[src/rtl/core/recorder_command_frame_encoder_macros.svh]
// Assertion macros for the recorder command frame encoder.
// Used at the end of the top level; expects clk and arst_n in scope.
`ifndef RECORDER_COMMAND_FRAME_ENCODER_MACROS_SVH
`define RECORDER_COMMAND_FRAME_ENCODER_MACROS_SVH

// Same-cycle implication, checked outside reset.
`define RCFE_ASSERT_NOW(label, ante, cons, msg) \
	label: assert property (@(posedge clk) disable iff (!arst_n) (ante) |-> (cons)) \
		else $error(msg);

// Next-cycle implication, checked outside reset.
`define RCFE_ASSERT_NEXT(label, ante, cons, msg) \
	label: assert property (@(posedge clk) disable iff (!arst_n) (ante) |=> (cons)) \
		else $error(msg);

`endif

[src/rtl/core/rcfe_pkg.sv]
// Shared types, constants and frame tables for the recorder command frame encoder.
// No dependencies; imported by rcfe_ctrl, rcfe_dp and the top level.
package rcfe_pkg;

	localparam logic [7:0] FRAME_MARK   = 8'h7E;
	localparam logic [7:0] NAME_LEAD    = 8'h54; // 'T'
	localparam logic [7:0] ASCII_ZERO   = 8'h30;
	localparam logic [7:0] OP_STOP      = 8'hD9;
	localparam logic [7:0] OP_STOP_PLAY = 8'hAB;
	localparam logic [7:0] OP_VOLUME    = 8'hAE;
	localparam logic [7:0] OP_PLAY      = 8'hA3;
	localparam logic [7:0] OP_SOURCE    = 8'hD3;
	localparam logic [7:0] OP_RATE      = 8'hD4;
	localparam logic [7:0] OP_REC_NAME  = 8'hD6;
	localparam logic [7:0] OP_DELETE    = 8'hDB;
	localparam logic [7:0] SUB_STOP_PLAY = 8'hFF;
	localparam logic [9:0] FILE_MAX     = 10'd999;
	localparam logic [7:0] SOURCE_MAX   = 8'd2;
	localparam logic [7:0] RATE_MAX     = 8'd3;

	typedef enum logic [1:0] {
		FUNC_STOP,
		FUNC_PLAY,
		FUNC_RECORD,
		FUNC_DELETE
	} func_t;

	typedef enum logic [1:0] {
		MODE_STOPPED,
		MODE_RECORDING,
		MODE_PLAYING
	} mode_t;

	typedef enum logic [1:0] {
		FRAME_SHORT,
		FRAME_VALUE,
		FRAME_NAME
	} frame_t;

	typedef enum logic [2:0] {
		ST_IDLE,
		ST_DIG_H,
		ST_DIG_R,
		ST_DIG_T,
		ST_SEND
	} state_t;

	typedef struct packed {
		logic       load;
		logic       dig_h;
		logic       dig_r;
		logic       dig_t;
		logic       emit;
		frame_t     kind;
		logic [1:0] fidx;
		logic [3:0] bidx;
		logic       last;
	} dp_cmd_t;

	typedef struct packed {
		func_t func;
		logic  out_free;
	} dp_status_t;

	function automatic logic [3:0] frame_len(input frame_t k);
		logic [3:0] len;
		unique case (k)
			FRAME_SHORT: len = 4'd5;
			FRAME_VALUE: len = 4'd6;
			default:     len = 4'd9;
		endcase
		return len;
	endfunction

	function automatic frame_t frame_kind(input func_t f, input logic [1:0] fidx);
		frame_t k;
		unique case (f)
			FUNC_STOP:   k = FRAME_SHORT;
			FUNC_PLAY:   k = (fidx == 2'd0) ? FRAME_VALUE : FRAME_NAME;
			FUNC_RECORD: k = (fidx != 2'd2) ? FRAME_VALUE : FRAME_NAME;
			default:     k = FRAME_NAME;
		endcase
		return k;
	endfunction

	function automatic logic [1:0] last_frame(input func_t f);
		logic [1:0] n;
		unique case (f)
			FUNC_PLAY:   n = 2'd1;
			FUNC_RECORD: n = 2'd2;
			default:     n = 2'd0;
		endcase
		return n;
	endfunction

	function automatic logic [7:0] query_op(input logic [7:0] sub);
		logic [7:0] op;
		unique case (sub)
			8'd1:          op = 8'hC1;
			8'd2:          op = 8'hC2;
			8'd3:          op = 8'hC5;
			8'd4:          op = 8'hC9;
			8'd5:          op = 8'hCA;
			8'd6:          op = 8'hCE;
			8'd7:          op = 8'hD0;
			8'd8:          op = 8'hD1;
			SUB_STOP_PLAY: op = OP_STOP_PLAY;
			default:       op = OP_STOP;
		endcase
		return op;
	endfunction

	function automatic mode_t next_mode(input func_t f, input logic [7:0] sub,
			input mode_t m);
		mode_t n;
		unique case (f)
			FUNC_STOP:   n = (query_op(sub) == OP_STOP) ? MODE_STOPPED : m;
			FUNC_PLAY:   n = MODE_PLAYING;
			FUNC_RECORD: n = MODE_RECORDING;
			default:     n = m;
		endcase
		return n;
	endfunction

endpackage

[src/rtl/core/recorder_command_frame_encoder.sv]
// Recorder command frame encoder, top level.
// Input: one command per request on s_axis; tdata = func, sub_code,
//   file_number, level, audio_source from bit 0 up.
// Output: one frame byte per request on m_axis; tdata = tx_byte, mode;
//   tlast marks the final byte of a command.
// First byte: the command is captured on the accepting edge, the file number is
//   converted to decimal digits by the shared digit unit in the hundreds, remainder
//   and tens steps, then the first byte goes into the output register.
// Bytes per command: 5 for stop or query (5-byte frame), 15 for play, 21 for
//   record, 9 for delete. The byte sequencer moves one byte per cycle while the
//   output register is free.
// One command at a time: s_axis_tready is high only while the sequencer is idle.
// A finished byte waits in the output register; while m_axis_tready is low
//   the sequencer holds and nothing is lost. A new command may be taken while
//   the final byte of the previous one still waits.
// Reset (arst_n low, asynchronous) empties the output register, returns the
//   sequencer to idle and sets the recorder mode to stopped.
// Depends on rcfe_pkg, rcfe_ctrl, rcfe_dp and the macros header.
`include "recorder_command_frame_encoder_macros.svh"
module recorder_command_frame_encoder
	import rcfe_pkg::*;
(
	input  logic        clk,
	input  logic        arst_n,
	input  logic        s_axis_tvalid,
	output logic        s_axis_tready,
	input  logic [39:0] s_axis_tdata,  // func[1:0], sub_code[9:2], file_number[19:10],
	                                   // level[27:20], audio_source[35:28], zero
	output logic        m_axis_tvalid,
	input  logic        m_axis_tready,
	output logic [15:0] m_axis_tdata,  // tx_byte[7:0], mode[9:8], zero
	output logic        m_axis_tlast
);

	dp_cmd_t    cmd;
	dp_status_t status;

	rcfe_ctrl u_ctrl (
		.clk           (clk),
		.arst_n        (arst_n),
		.s_axis_tvalid (s_axis_tvalid),
		.s_axis_tready (s_axis_tready),
		.status        (status),
		.cmd           (cmd)
	);

	rcfe_dp u_dp (
		.clk           (clk),
		.arst_n        (arst_n),
		.s_axis_tdata  (s_axis_tdata),
		.cmd           (cmd),
		.status        (status),
		.m_axis_tvalid (m_axis_tvalid),
		.m_axis_tready (m_axis_tready),
		.m_axis_tdata  (m_axis_tdata),
		.m_axis_tlast  (m_axis_tlast)
	);

	`RCFE_ASSERT_NEXT(a_one_cmd, s_axis_tvalid && s_axis_tready, !s_axis_tready, "second command taken while busy")
	`RCFE_ASSERT_NOW(a_last_mark, m_axis_tvalid && m_axis_tlast, m_axis_tdata[7:0] == FRAME_MARK, "command does not end on a frame mark")
	`RCFE_ASSERT_NOW(a_mode_code, m_axis_tvalid, m_axis_tdata[9:8] != 2'd3, "invalid recorder mode on output")
	`RCFE_ASSERT_NOW(a_emit_free, cmd.emit, !m_axis_tvalid || m_axis_tready, "byte emitted over a waiting one")

endmodule

[src/rtl/core/rcfe_ctrl.sv]
// Sequencer for the recorder command frame encoder: digit steps, then frame/byte walk.
// Depends on rcfe_pkg; drives rcfe_dp through dp_cmd_t.
module rcfe_ctrl
	import rcfe_pkg::*;
(
	input  logic       clk,
	input  logic       arst_n,
	input  logic       s_axis_tvalid,
	output logic       s_axis_tready,
	input  dp_status_t status,
	output dp_cmd_t    cmd
);

	state_t     state_q, state_d;
	logic [1:0] fidx_q, fidx_d;
	logic [3:0] bidx_q, bidx_d;
	frame_t     kind;
	logic       end_frame;
	logic       end_cmd;

	assign kind      = frame_kind(status.func, fidx_q);
	assign end_frame = (bidx_q == frame_len(kind) - 4'd1);
	assign end_cmd   = end_frame && (fidx_q == last_frame(status.func));

	always_ff @(posedge clk or negedge arst_n) begin
		if (!arst_n) begin
			state_q <= ST_IDLE;
			fidx_q  <= '0;
			bidx_q  <= '0;
		end else begin
			state_q <= state_d;
			fidx_q  <= fidx_d;
			bidx_q  <= bidx_d;
		end
	end

	// next state and byte position
	always_comb begin
		state_d = state_q;
		fidx_d  = fidx_q;
		bidx_d  = bidx_q;
		unique case (state_q)
			ST_IDLE: begin
				if (s_axis_tvalid) begin
					state_d = ST_DIG_H;
					fidx_d  = '0;
					bidx_d  = '0;
				end
			end
			ST_DIG_H: state_d = ST_DIG_R;
			ST_DIG_R: state_d = ST_DIG_T;
			ST_DIG_T: state_d = ST_SEND;
			ST_SEND: begin
				if (status.out_free) begin
					if (end_cmd) begin
						state_d = ST_IDLE;
					end else if (end_frame) begin
						fidx_d = fidx_q + 2'd1;
						bidx_d = '0;
					end else begin
						bidx_d = bidx_q + 4'd1;
					end
				end
			end
			default: state_d = ST_IDLE;
		endcase
	end

	// outputs
	always_comb begin
		s_axis_tready = 1'b0;
		cmd           = '0;
		cmd.kind      = kind;
		cmd.fidx      = fidx_q;
		cmd.bidx      = bidx_q;
		cmd.last      = end_cmd;
		unique case (state_q)
			ST_IDLE: begin
				s_axis_tready = 1'b1;
				cmd.load      = s_axis_tvalid;
			end
			ST_DIG_H: cmd.dig_h = 1'b1;
			ST_DIG_R: cmd.dig_r = 1'b1;
			ST_DIG_T: cmd.dig_t = 1'b1;
			ST_SEND:  cmd.emit  = status.out_free;
			default:  ;
		endcase
	end

endmodule

[src/rtl/core/rcfe_dp.sv]
// Datapath: command capture, decimal digits, frame byte mux, checksum, output register.
// Depends on rcfe_pkg; commanded by rcfe_ctrl.
module rcfe_dp
	import rcfe_pkg::*;
(
	input  logic        clk,
	input  logic        arst_n,
	input  logic [39:0] s_axis_tdata,
	input  dp_cmd_t     cmd,
	output dp_status_t  status,
	output logic        m_axis_tvalid,
	input  logic        m_axis_tready,
	output logic [15:0] m_axis_tdata,
	output logic        m_axis_tlast
);

	func_t       func_q;
	logic [7:0]  sub_q;
	logic [9:0]  num_q;
	logic [7:0]  lvl_q;
	logic [7:0]  src_q;
	mode_t       mode_q;
	logic [3:0]  h_q;
	logic [6:0]  r_q;
	logic [3:0]  t_q;
	logic [7:0]  sum_q;
	logic        ovalid_q;
	logic [7:0]  tx_q;
	logic        last_q;
	mode_t       omode_q;

	func_t       in_func;
	logic [7:0]  in_sub;
	logic [9:0]  in_num;
	logic [15:0] h_prod;
	logic [9:0]  r_full;
	logic [14:0] t_prod;
	logic [6:0]  ones_full;
	logic [7:0]  op;
	logic [7:0]  val;
	logic [3:0]  len;
	logic [7:0]  tx_byte;

	assign in_func = func_t'(s_axis_tdata[1:0]);
	assign in_sub  = s_axis_tdata[9:2];
	assign in_num  = s_axis_tdata[19:10];

	// n/100 as (n*41)>>12, exact below 1000; tens as (r*205)>>11, exact below 160
	assign h_prod    = 16'(num_q) * 16'd41;
	assign r_full    = num_q - 10'(h_q) * 10'd100;
	assign t_prod    = 15'(r_q) * 15'd205;
	assign ones_full = r_q - 7'(t_q) * 7'd10;

	always_comb begin
		op  = OP_DELETE;
		val = '0;
		unique case (func_q)
			FUNC_STOP: op = query_op(sub_q);
			FUNC_PLAY: begin
				op  = (cmd.fidx == 2'd0) ? OP_VOLUME : OP_PLAY;
				val = {3'b000, lvl_q[4:0]};
			end
			FUNC_RECORD: begin
				priority if (cmd.fidx == 2'd0) begin
					op  = OP_SOURCE;
					val = (src_q <= SOURCE_MAX) ? src_q : 8'd0;
				end else if (cmd.fidx == 2'd1) begin
					op  = OP_RATE;
					val = (lvl_q <= RATE_MAX) ? lvl_q : 8'd0;
				end else begin
					op  = OP_REC_NAME;
				end
			end
			default: op = OP_DELETE;
		endcase
	end

	assign len = frame_len(cmd.kind);

	always_comb begin
		priority if (cmd.bidx == 4'd0 || cmd.bidx == len - 4'd1) begin
			tx_byte = FRAME_MARK;
		end else if (cmd.bidx == len - 4'd2) begin
			tx_byte = sum_q;
		end else if (cmd.bidx == 4'd1) begin
			tx_byte = {4'b0000, len - 4'd2};
		end else if (cmd.bidx == 4'd2) begin
			tx_byte = op;
		end else if (cmd.bidx == 4'd3) begin
			tx_byte = (cmd.kind == FRAME_NAME) ? NAME_LEAD : val;
		end else if (cmd.bidx == 4'd4) begin
			tx_byte = ASCII_ZERO | {4'b0000, h_q};
		end else if (cmd.bidx == 4'd5) begin
			tx_byte = ASCII_ZERO | {4'b0000, t_q};
		end else begin
			tx_byte = ASCII_ZERO | {4'b0000, ones_full[3:0]};
		end
	end

	always_ff @(posedge clk or negedge arst_n) begin
		if (!arst_n) begin
			mode_q   <= MODE_STOPPED;
			ovalid_q <= 1'b0;
		end else begin
			if (cmd.load)
				mode_q <= next_mode(in_func, in_sub, mode_q);
			if (cmd.emit)
				ovalid_q <= 1'b1;
			else if (m_axis_tready)
				ovalid_q <= 1'b0;
		end
	end

	always_ff @(posedge clk) begin
		if (cmd.load) begin
			func_q <= in_func;
			sub_q  <= in_sub;
			num_q  <= (in_num > FILE_MAX) ? FILE_MAX : in_num;
			lvl_q  <= s_axis_tdata[27:20];
			src_q  <= s_axis_tdata[35:28];
		end
		if (cmd.dig_h)
			h_q <= h_prod[15:12];
		if (cmd.dig_r)
			r_q <= r_full[6:0];
		if (cmd.dig_t)
			t_q <= t_prod[14:11];
		if (cmd.emit) begin
			tx_q    <= tx_byte;
			last_q  <= cmd.last;
			omode_q <= mode_q;
			// length, opcode and payload go into the checksum
			if (cmd.bidx == 4'd0)
				sum_q <= '0;
			else if (cmd.bidx < len - 4'd2)
				sum_q <= sum_q + tx_byte;
		end
	end

	assign status.func     = func_q;
	assign status.out_free = !ovalid_q || m_axis_tready;

	assign m_axis_tvalid = ovalid_q;
	assign m_axis_tdata  = {6'b000000, omode_q, tx_q};
	assign m_axis_tlast  = last_q;

endmodule
[config.mk]
export PLATFORM = sky130hd
export DESIGN_NAME = recorder_command_frame_encoder
export DESIGN_NICKNAME = d
export VERILOG_FILES = /design/src/rtl/core/rcfe_pkg.sv /design/src/rtl/core/recorder_command_frame_encoder.sv /design/src/rtl/core/rcfe_ctrl.sv /design/src/rtl/core/rcfe_dp.sv
export VERILOG_INCLUDE_DIRS = /design/src /design/src/rtl/core
export SDC_FILE = /design/constraint.sdc
export NUM_CORES = 1
export LEC_CHECK = 0
export ABC_AREA = 1
export BUFFER_PORTS_ARGS = -buffer_cell sky130_fd_sc_hd__buf_2
export CELL_PAD_IN_SITES_DETAIL_PLACEMENT = 1
export CELL_PAD_IN_SITES_GLOBAL_PLACEMENT = 1
export CORE_ASPECT_RATIO = 0.6
export CORE_UTILIZATION = 50
export DETAILED_ROUTE_END_ITERATION = 16
export PLACE_DENSITY_LB_ADDON = 0.1
export SYNTH_ARGS = -nofsm -noshare
export SYNTH_HDL_FRONTEND = slang
export SYNTH_SLANG_ARGS = --single-unit
export TNS_END_PERCENT = 100
[constraint.sdc]
create_clock -name clk -period 6.35 [get_ports clk]
set_input_delay 0 -clock clk [delete_from_list [all_inputs] [get_ports clk]]
set_output_delay 0 -clock clk [all_outputs]
set_load 0.01 [all_outputs]
; After elaboration in Yosys (flattened, before gate mapping)
; Index checks and enable logic that the tools add are counted.
[classes]
mux = 51
bitwise_logic = 0
addsub = 7
n_reduce_logical = 19
n_eq_ne = 45
div_mod_pow = 0
n_shift = 0
n_mul = 4
order_cmp = 4
[op_table]
columns = cell, n
row1 = one-hot mux 7 bit (9 select lines), 2
row2 = two-way mux 8 bit, 15
row3 = "== test 8 x 3 -> 1 bit, second input constant", 8
row4 = "== test 8 x 2 -> 1 bit, second input constant", 4
row5 = "== test 8 bit, second input constant", 3
row6 = two-way mux 4 bit, 6
row7 = one-hot mux 8 bit (3 select lines), 1
row8 = "== test 8 x 1 -> 1 bit, second input constant", 2
row9 = "== test 8 x 4 -> 1 bit, second input constant", 2
row10 = "less-or-equal comparator 8 x 2 -> 1 bit, second input constant", 2
row11 = "multiplier 10 x 6 -> 16 bit, second input constant", 1
row12 = two-way mux 2 bit, 8
row13 = one-hot mux 4 bit (2 select lines), 2
row14 = one-hot mux 8 bit (2 select lines), 1
row15 = "multiplier 7 x 8 -> 15 bit, second input constant", 1
row16 = one-hot mux 3 bit (5 select lines), 1
row17 = one-hot mux 2 bit (3 select lines), 2
row18 = "greater-than comparator 10 bit, second input constant", 1
row19 = two-way mux 3 bit, 3
row20 = adder 8 bit, 1
row21 = "== test 2 x 1 -> 1 bit, second input constant", 4
row22 = "== test 4 x 2 -> 1 bit, second input constant", 2
row23 = "== test 4 x 3 -> 1 bit, second input constant", 2
row24 = == test 4 bit, 2
row25 = other kinds (31), 54
[word_totals]
ramBits = 0
latch_bits = 0
memories = 0
output_inout_bits = 19
mem_bits_ro = 0
regBits = 82

; Longest topological paths before layout
[depth]
depth_word = 13
ltp_mapped = 25
depth_no_buf = 25

; By module
; From an unflattened synthesis, not the netlist that was laid out.
[hier_totals]
hier_cells = 741
hier_area_um2 = 6451.2
[modules_own_cells]
columns = module, seq_area_each_um2, cells_each, n_inst, area_per_inst_um2
row1 = rcfe_dp, 2177.1, 634, 1, 5714.2
row2 = rcfe_ctrl, 225.2, 107, 1, 737.0

; Worst setup path before layout
; No wires, ideal clock.
[synth_timing]
path_kind = reg2reg
startpoint = reg u_dp.func_q[1]
endpoint = reg u_dp.sum_q[6], data pin
arrival_ns = 3.286
n_path_buf = 0
setup_ns = 0.259
required_ns = 6.091
slack_ns = 2.805
stages_incl_launch_ff = 23
synth_period_minus_slack_ns = 3.545
cell_sequence = edfxtp_1 inv_1 ha_1 inv_2 nor2_4 nor2_4 nand2_4 inv_1 ha_1 nand4_1 clkinv_1 nor2_1 a21oi_1 ha_1 inv_1 fa_1 nor2_1 o21ai_0 a21oi_1 o21a_1 nor2_1 o21ai_0 a21oi_1
[synth_via]
elab_chain_len = 11
word_cells_on_any_way = 23
classes_between = add/sub: 3 / eq/ne: 6 / mux: 11 / reduce/logical: 3
[synth_lines]
columns = element, line
row1 = start: declaration, rcfe_dp.sv:17  ; func_t func_q;
row2 = start signal: assignment, rcfe_dp.sv:116  ; func_q <= in_func;
row3 = branches (longest 8 deep; another with subtractor 4 x 2 -> 4 bit), -
row4 = two-way mux 8 bit (*), rcfe_dp.sv:81  ; priority if (cmd.bidx == 4'd0 || cmd.bidx == len - 4'd1) begin
row5 = named net u_dp.tx_byte[0], rcfe_dp.sv:42  ; logic [7:0] tx_byte;
row6 = adder 8 bit (*), rcfe_dp.sv:136  ; sum_q <= sum_q + tx_byte;
row7 = two-way mux 8 bit (*), rcfe_dp.sv:135  ; else if (cmd.bidx < len - 4'd2)
row8 = end signal: assignment, rcfe_dp.sv:136
row9 = end: declaration, rcfe_dp.sv:26  ; logic [7:0] sum_q;
; Mark *: on every way through the listed nets, which the timed path passes. The select of a mux whose other input is x is not followed.
; A chain may end at the register's enable or synchronous reset.

; Final worst setup path
[layout_timing]
startpoint = reg u_dp.func_q[0]
endpoint = reg u_dp.sum_q[6], data pin
; Same word-level chain as after synthesis.

==> summary.txt <==
Synth
  • Post-synth cell types: 40
  • Post-synth top area share: 32.7%
  • Number of synthesized flops with an enable pin: 70
  • Fraction of the yosys area taken by sequential cells: 37.4%
  • Main synth FF type: edfxtp_1
  • Number of synthesized register bits: slightly above 80
  • Cell area after synthesis: 6420 um2
  • Synth Area per Inst: 8.89 um2
  • Cell count after synthesis: between 700 and 800
  • Area leader, netlist: edfxtp_1
  • Synth top area cells: edfxtp_1, ha_1, inv_1
  • FFs w/ async S/R, synth: 14.6%
  • Ys Warns: 0

Clock tree
  • Root buf cell: clkbuf_16
  • Post_cts resized: 0
  • Post-CTS setup buffer count: 0
  • Num CTS Buffers: 9
  • Worst-Skew Late Latency: approximately 0.35 ns
  • Num Clock Sinks: just over 80
  • Clock buffer depth: 2
  • CTS tree: done
  • Clock transition at path regs: ~0.07 ns
  • CTS H-tree lvls: 3

Global route
  • GRT overflow: 0
  • Largest net degree at the start of global routing: 38
  • First-pass GRT wire length: 31,200 um
  • Initial antenna violation count: 0
  • All-layer global routing usage: 30.6%
  • Vias in the first global route: ~6,000

Die
  • Die W: roughly 150 um
  • Io pins: 63
  • Die Footprint: between 10,000 and 15,000 um2
  • Initial Utilization: between 50 and 60%
  • Die Ht: 89.8 um
  • Cell Rows: 31
  • CORE AREA: approximately 12,000 um2

Pwr
  • Switching pwr: around 1.2 mW
  • Pleak: 3.67 nW
  • Sw Ratio: between 40% and 50%
  • Int Power: about 1.6 mW
  • Sequential Power Share: 29.7%
  • Combinational share of power: 49.1%
  • Clock power share: between 20% and 30%
  • Power density over cell area: roughly 380 nW/um2
  • Maximum VDD drop: approximately 0.18 mV

Setup path
  • Startpoint Class: flop
  • CP arrival: 4.56 ns
  • R2r startpoint: u_dp.func_q[0]$_DFFE_PP_
  • Cells on worst reg2reg path: 22
  • R2r endpoint: u_dp.sum_q[6]$_SDFFCE_PN0P_
  • R2r setup slk: roughly 1.9 ns
  • Critical Path End Type: flop
  • WP data required: ~6.5 ns
  • WS Path Type: flop to flop
  • Crit-path max FO: 10

Detailed routing
  • Drt initial violations: 360
  • DRT Pass-1 Iters: 5
  • Final wirelength: 19,000 um
  • Via/cell ratio: about 5.6
  • ANT nets after route: 0
  • DRC: 0
  • Via count: approximately 5,500
  • Routed WL per cell: 19.3 um

Placed design
  • PortBufs: between 50 and 60
  • Placer congestion estimate: 0.857
  • Post-DP HPWL: between 10,000 and 15,000 um
  • Placed cell count: a little over 900

Cells and area
  • Layout cell share with drive strength beyond 1: approximately an eighth
  • Final nets: between 900 and 1,000
  • Fillers: ~1,400
  • Finished Layout Cells: roughly 980
  • ANT cells: 0
  • Area growth syn-to-layout: 17.5%
  • Util after Layout: ~61%

Timing
  • Final Hold Fails: 0
  • Final Max Slew Viols: 0
  • Final period util: a little over two thirds
  • TNS Setup: 0 ns
  • Clock Skew: 0.0162 ns
  • Worst-Margin Slew: ~1.0 ns
  • Max_slew headroom: 32.7%
  • Final period demand of the worst path: ~4.5 ns
  • Endpoints failing setup: 0
  • RSZ-0062 raised after global routing: no
  • Max Clock Freq: 225 MHz

Worst hold path
  • Hold Path Sink: u_ctrl.state_q[0]$_DFFE_PN0P_
  • WHS Path Cells: 3
  • Hold_sp: s_axis_tvalid
  • HP Class: input port to flop

Flow run
  • Max cap viols: 0

Outcome
  • Outcome: completed
stage by stage:
| stage | area (um2) | worst slack (ns) | total power [mW] | hold slack [ns] |
|---|---|---|---|---|
| after CTS | 7540 | 1.98 | 2.85 | 0.0189 |
| after global routing | 7540 | 1.62 | 3.09 | 0.0484 |
| after global placement | 6840 | 2.24 | 2.11 | -0.0863 |
| final | 7540 | 1.90 | 2.89 | 0.0350 |
| after floorplan | 6440 | 2.81 | 1.81 | -0.296 |
| after detailed placement | 6840 | 2.05 | 2.21 | -0.0765 |
flip-flops by register name, indices dropped and copies added, names as in the netlist, 2 cells and up:
signal and cells:
u_ctrl.fidx_q 2, u_dp.tx_q 8, u_dp.h_q 4, u_dp.func_q 2
u_dp.mode_q 2, u_ctrl.bidx_q 4, u_dp.lvl_q 8, u_dp.omode_q 2
u_dp.src_q 8, u_dp.num_q 10, u_dp.r_q 7, u_ctrl.state_q 3
u_dp.t_q 4, u_dp.sub_q 8, u_dp.sum_q 8
worst max-delay path by stage:
stage	end	startpoint	slack (ns)
finish	u_dp.sum_q[6]$_SDFFCE_PN0P_	u_dp.func_q[0]$_DFFE_PP_	1.90
global route	u_dp.sum_q[6]$_SDFFCE_PN0P_	u_dp.func_q[0]$_DFFE_PP_	1.62
CTS	u_dp.sum_q[6]$_SDFFCE_PN0P_	u_dp.func_q[0]$_DFFE_PP_	1.98
detailed placement	u_dp.sum_q[6]$_SDFFCE_PN0P_	u_dp.func_q[0]$_DFFE_PP_	2.05
global placement	u_dp.sum_q[6]$_SDFFCE_PN0P_	u_dp.func_q[1]$_DFFE_PP_	2.24
floorplan	u_dp.sum_q[6]$_SDFFCE_PN0P_	u_dp.func_q[1]$_DFFE_PP_	2.81
cell families after synthesis:
family | count (synthesis) | share of synthesized area (%)
simple gates | 276 | 19.9
buf+inv | 135 | 8.42
fa+ha+maj | 109 | 23.0
compound gates | 99 | 8.58
flops | 82 | 37.4
xor+xnor | 19 | 2.59
other cells | 2 | 0.117
cells in the mapped netlist (9+ instances only):
cell	instances
fa_1	15
inv_1	117
ha_1	94
nand4_1	12
dfrtp_1	12
nand3_1	40
nand2_1	114
o21ai_0	37
nor3_1	9
nor2_1	70
edfxtp_1	70
xor2_1	11
a21oi_1	41
area by class of cell:
class	instances	area, um2	share of cell area, %
well taps	165	206	2.74
flip-flops and latches	82	2400	31.9
clock buffers	9	225	2.99
repair buffers	90	636	8.43
multi-input cells	510	3500	46.4
inverters	122	460	6.11
clock inverters	6	115	1.53
power by group through the flow:
stage / Sequential [mW] / Clock [mW] / Combinational, mW
2_1_floorplan: 0.854 / 0 / 0.958
3_3_place_gp: 0.860 / 0 / 1.25
3_5_place_dp: 0.865 / 0 / 1.34
4_1_cts: 0.855 / 0.614 / 1.39
5_1_grt: 0.869 / 0.628 / 1.59
6_report: 0.857 / 0.611 / 1.42
layer usage:
metal / part of all wire [%] / global-route usage, %
met3: 5.6 / 6.09
met4: 1.6 / 7.13
met2: 46 / 50.2
met1: 47 / 41.5
met5: 0 / 0
critical path, stage by stage, from the launching register on:
cell      delay (ns)
edfxtp_1        0.51
inv_1           0.14
ha_1            0.35
nand2_2         0.09
nand2_1         0.11
nor2_4          0.06
nand2_4         0.07
inv_1           0.06
ha_1            0.29
nand4_1         0.22
clkinv_1        0.27
nor2_1          0.08
a21oi_1         0.28
ha_1            0.23
inv_1           0.06
fa_1            0.41
nor2_1          0.17
o21ai_0         0.17
a21oi_1         0.24
o21a_1          0.14
nor2_1          0.05
o21ai_0         0.14
a21oi_1         0.05
cell usage in the layout, fill, tap and decap left out, types with 7 or more instances in the layout:
master / count
clkbuf_16: 9
xnor2_1: 8
ha_1: 94
inv_1: 117
nand4_1: 12
xor2_1: 11
buf_2: 52
nand3_1: 40
a21oi_1: 41
edfxtp_1: 70
dlygate4sd3_1: 36
o21ai_0: 37
nor3_1: 9
nand2_1: 114
dfrtp_1: 12
fa_1: 15
conb_1: 7
nor2_1: 70
repair_timing:
| item | CTS | global route |
|---|---|---|
| endpoints found under the setup margin | 0 | 0 |
| hold buffers | 36 | 0 |
| endpoints found under the hold margin | 48 | 0 |
No activity file was read; power rests on OpenSTA's default activity.
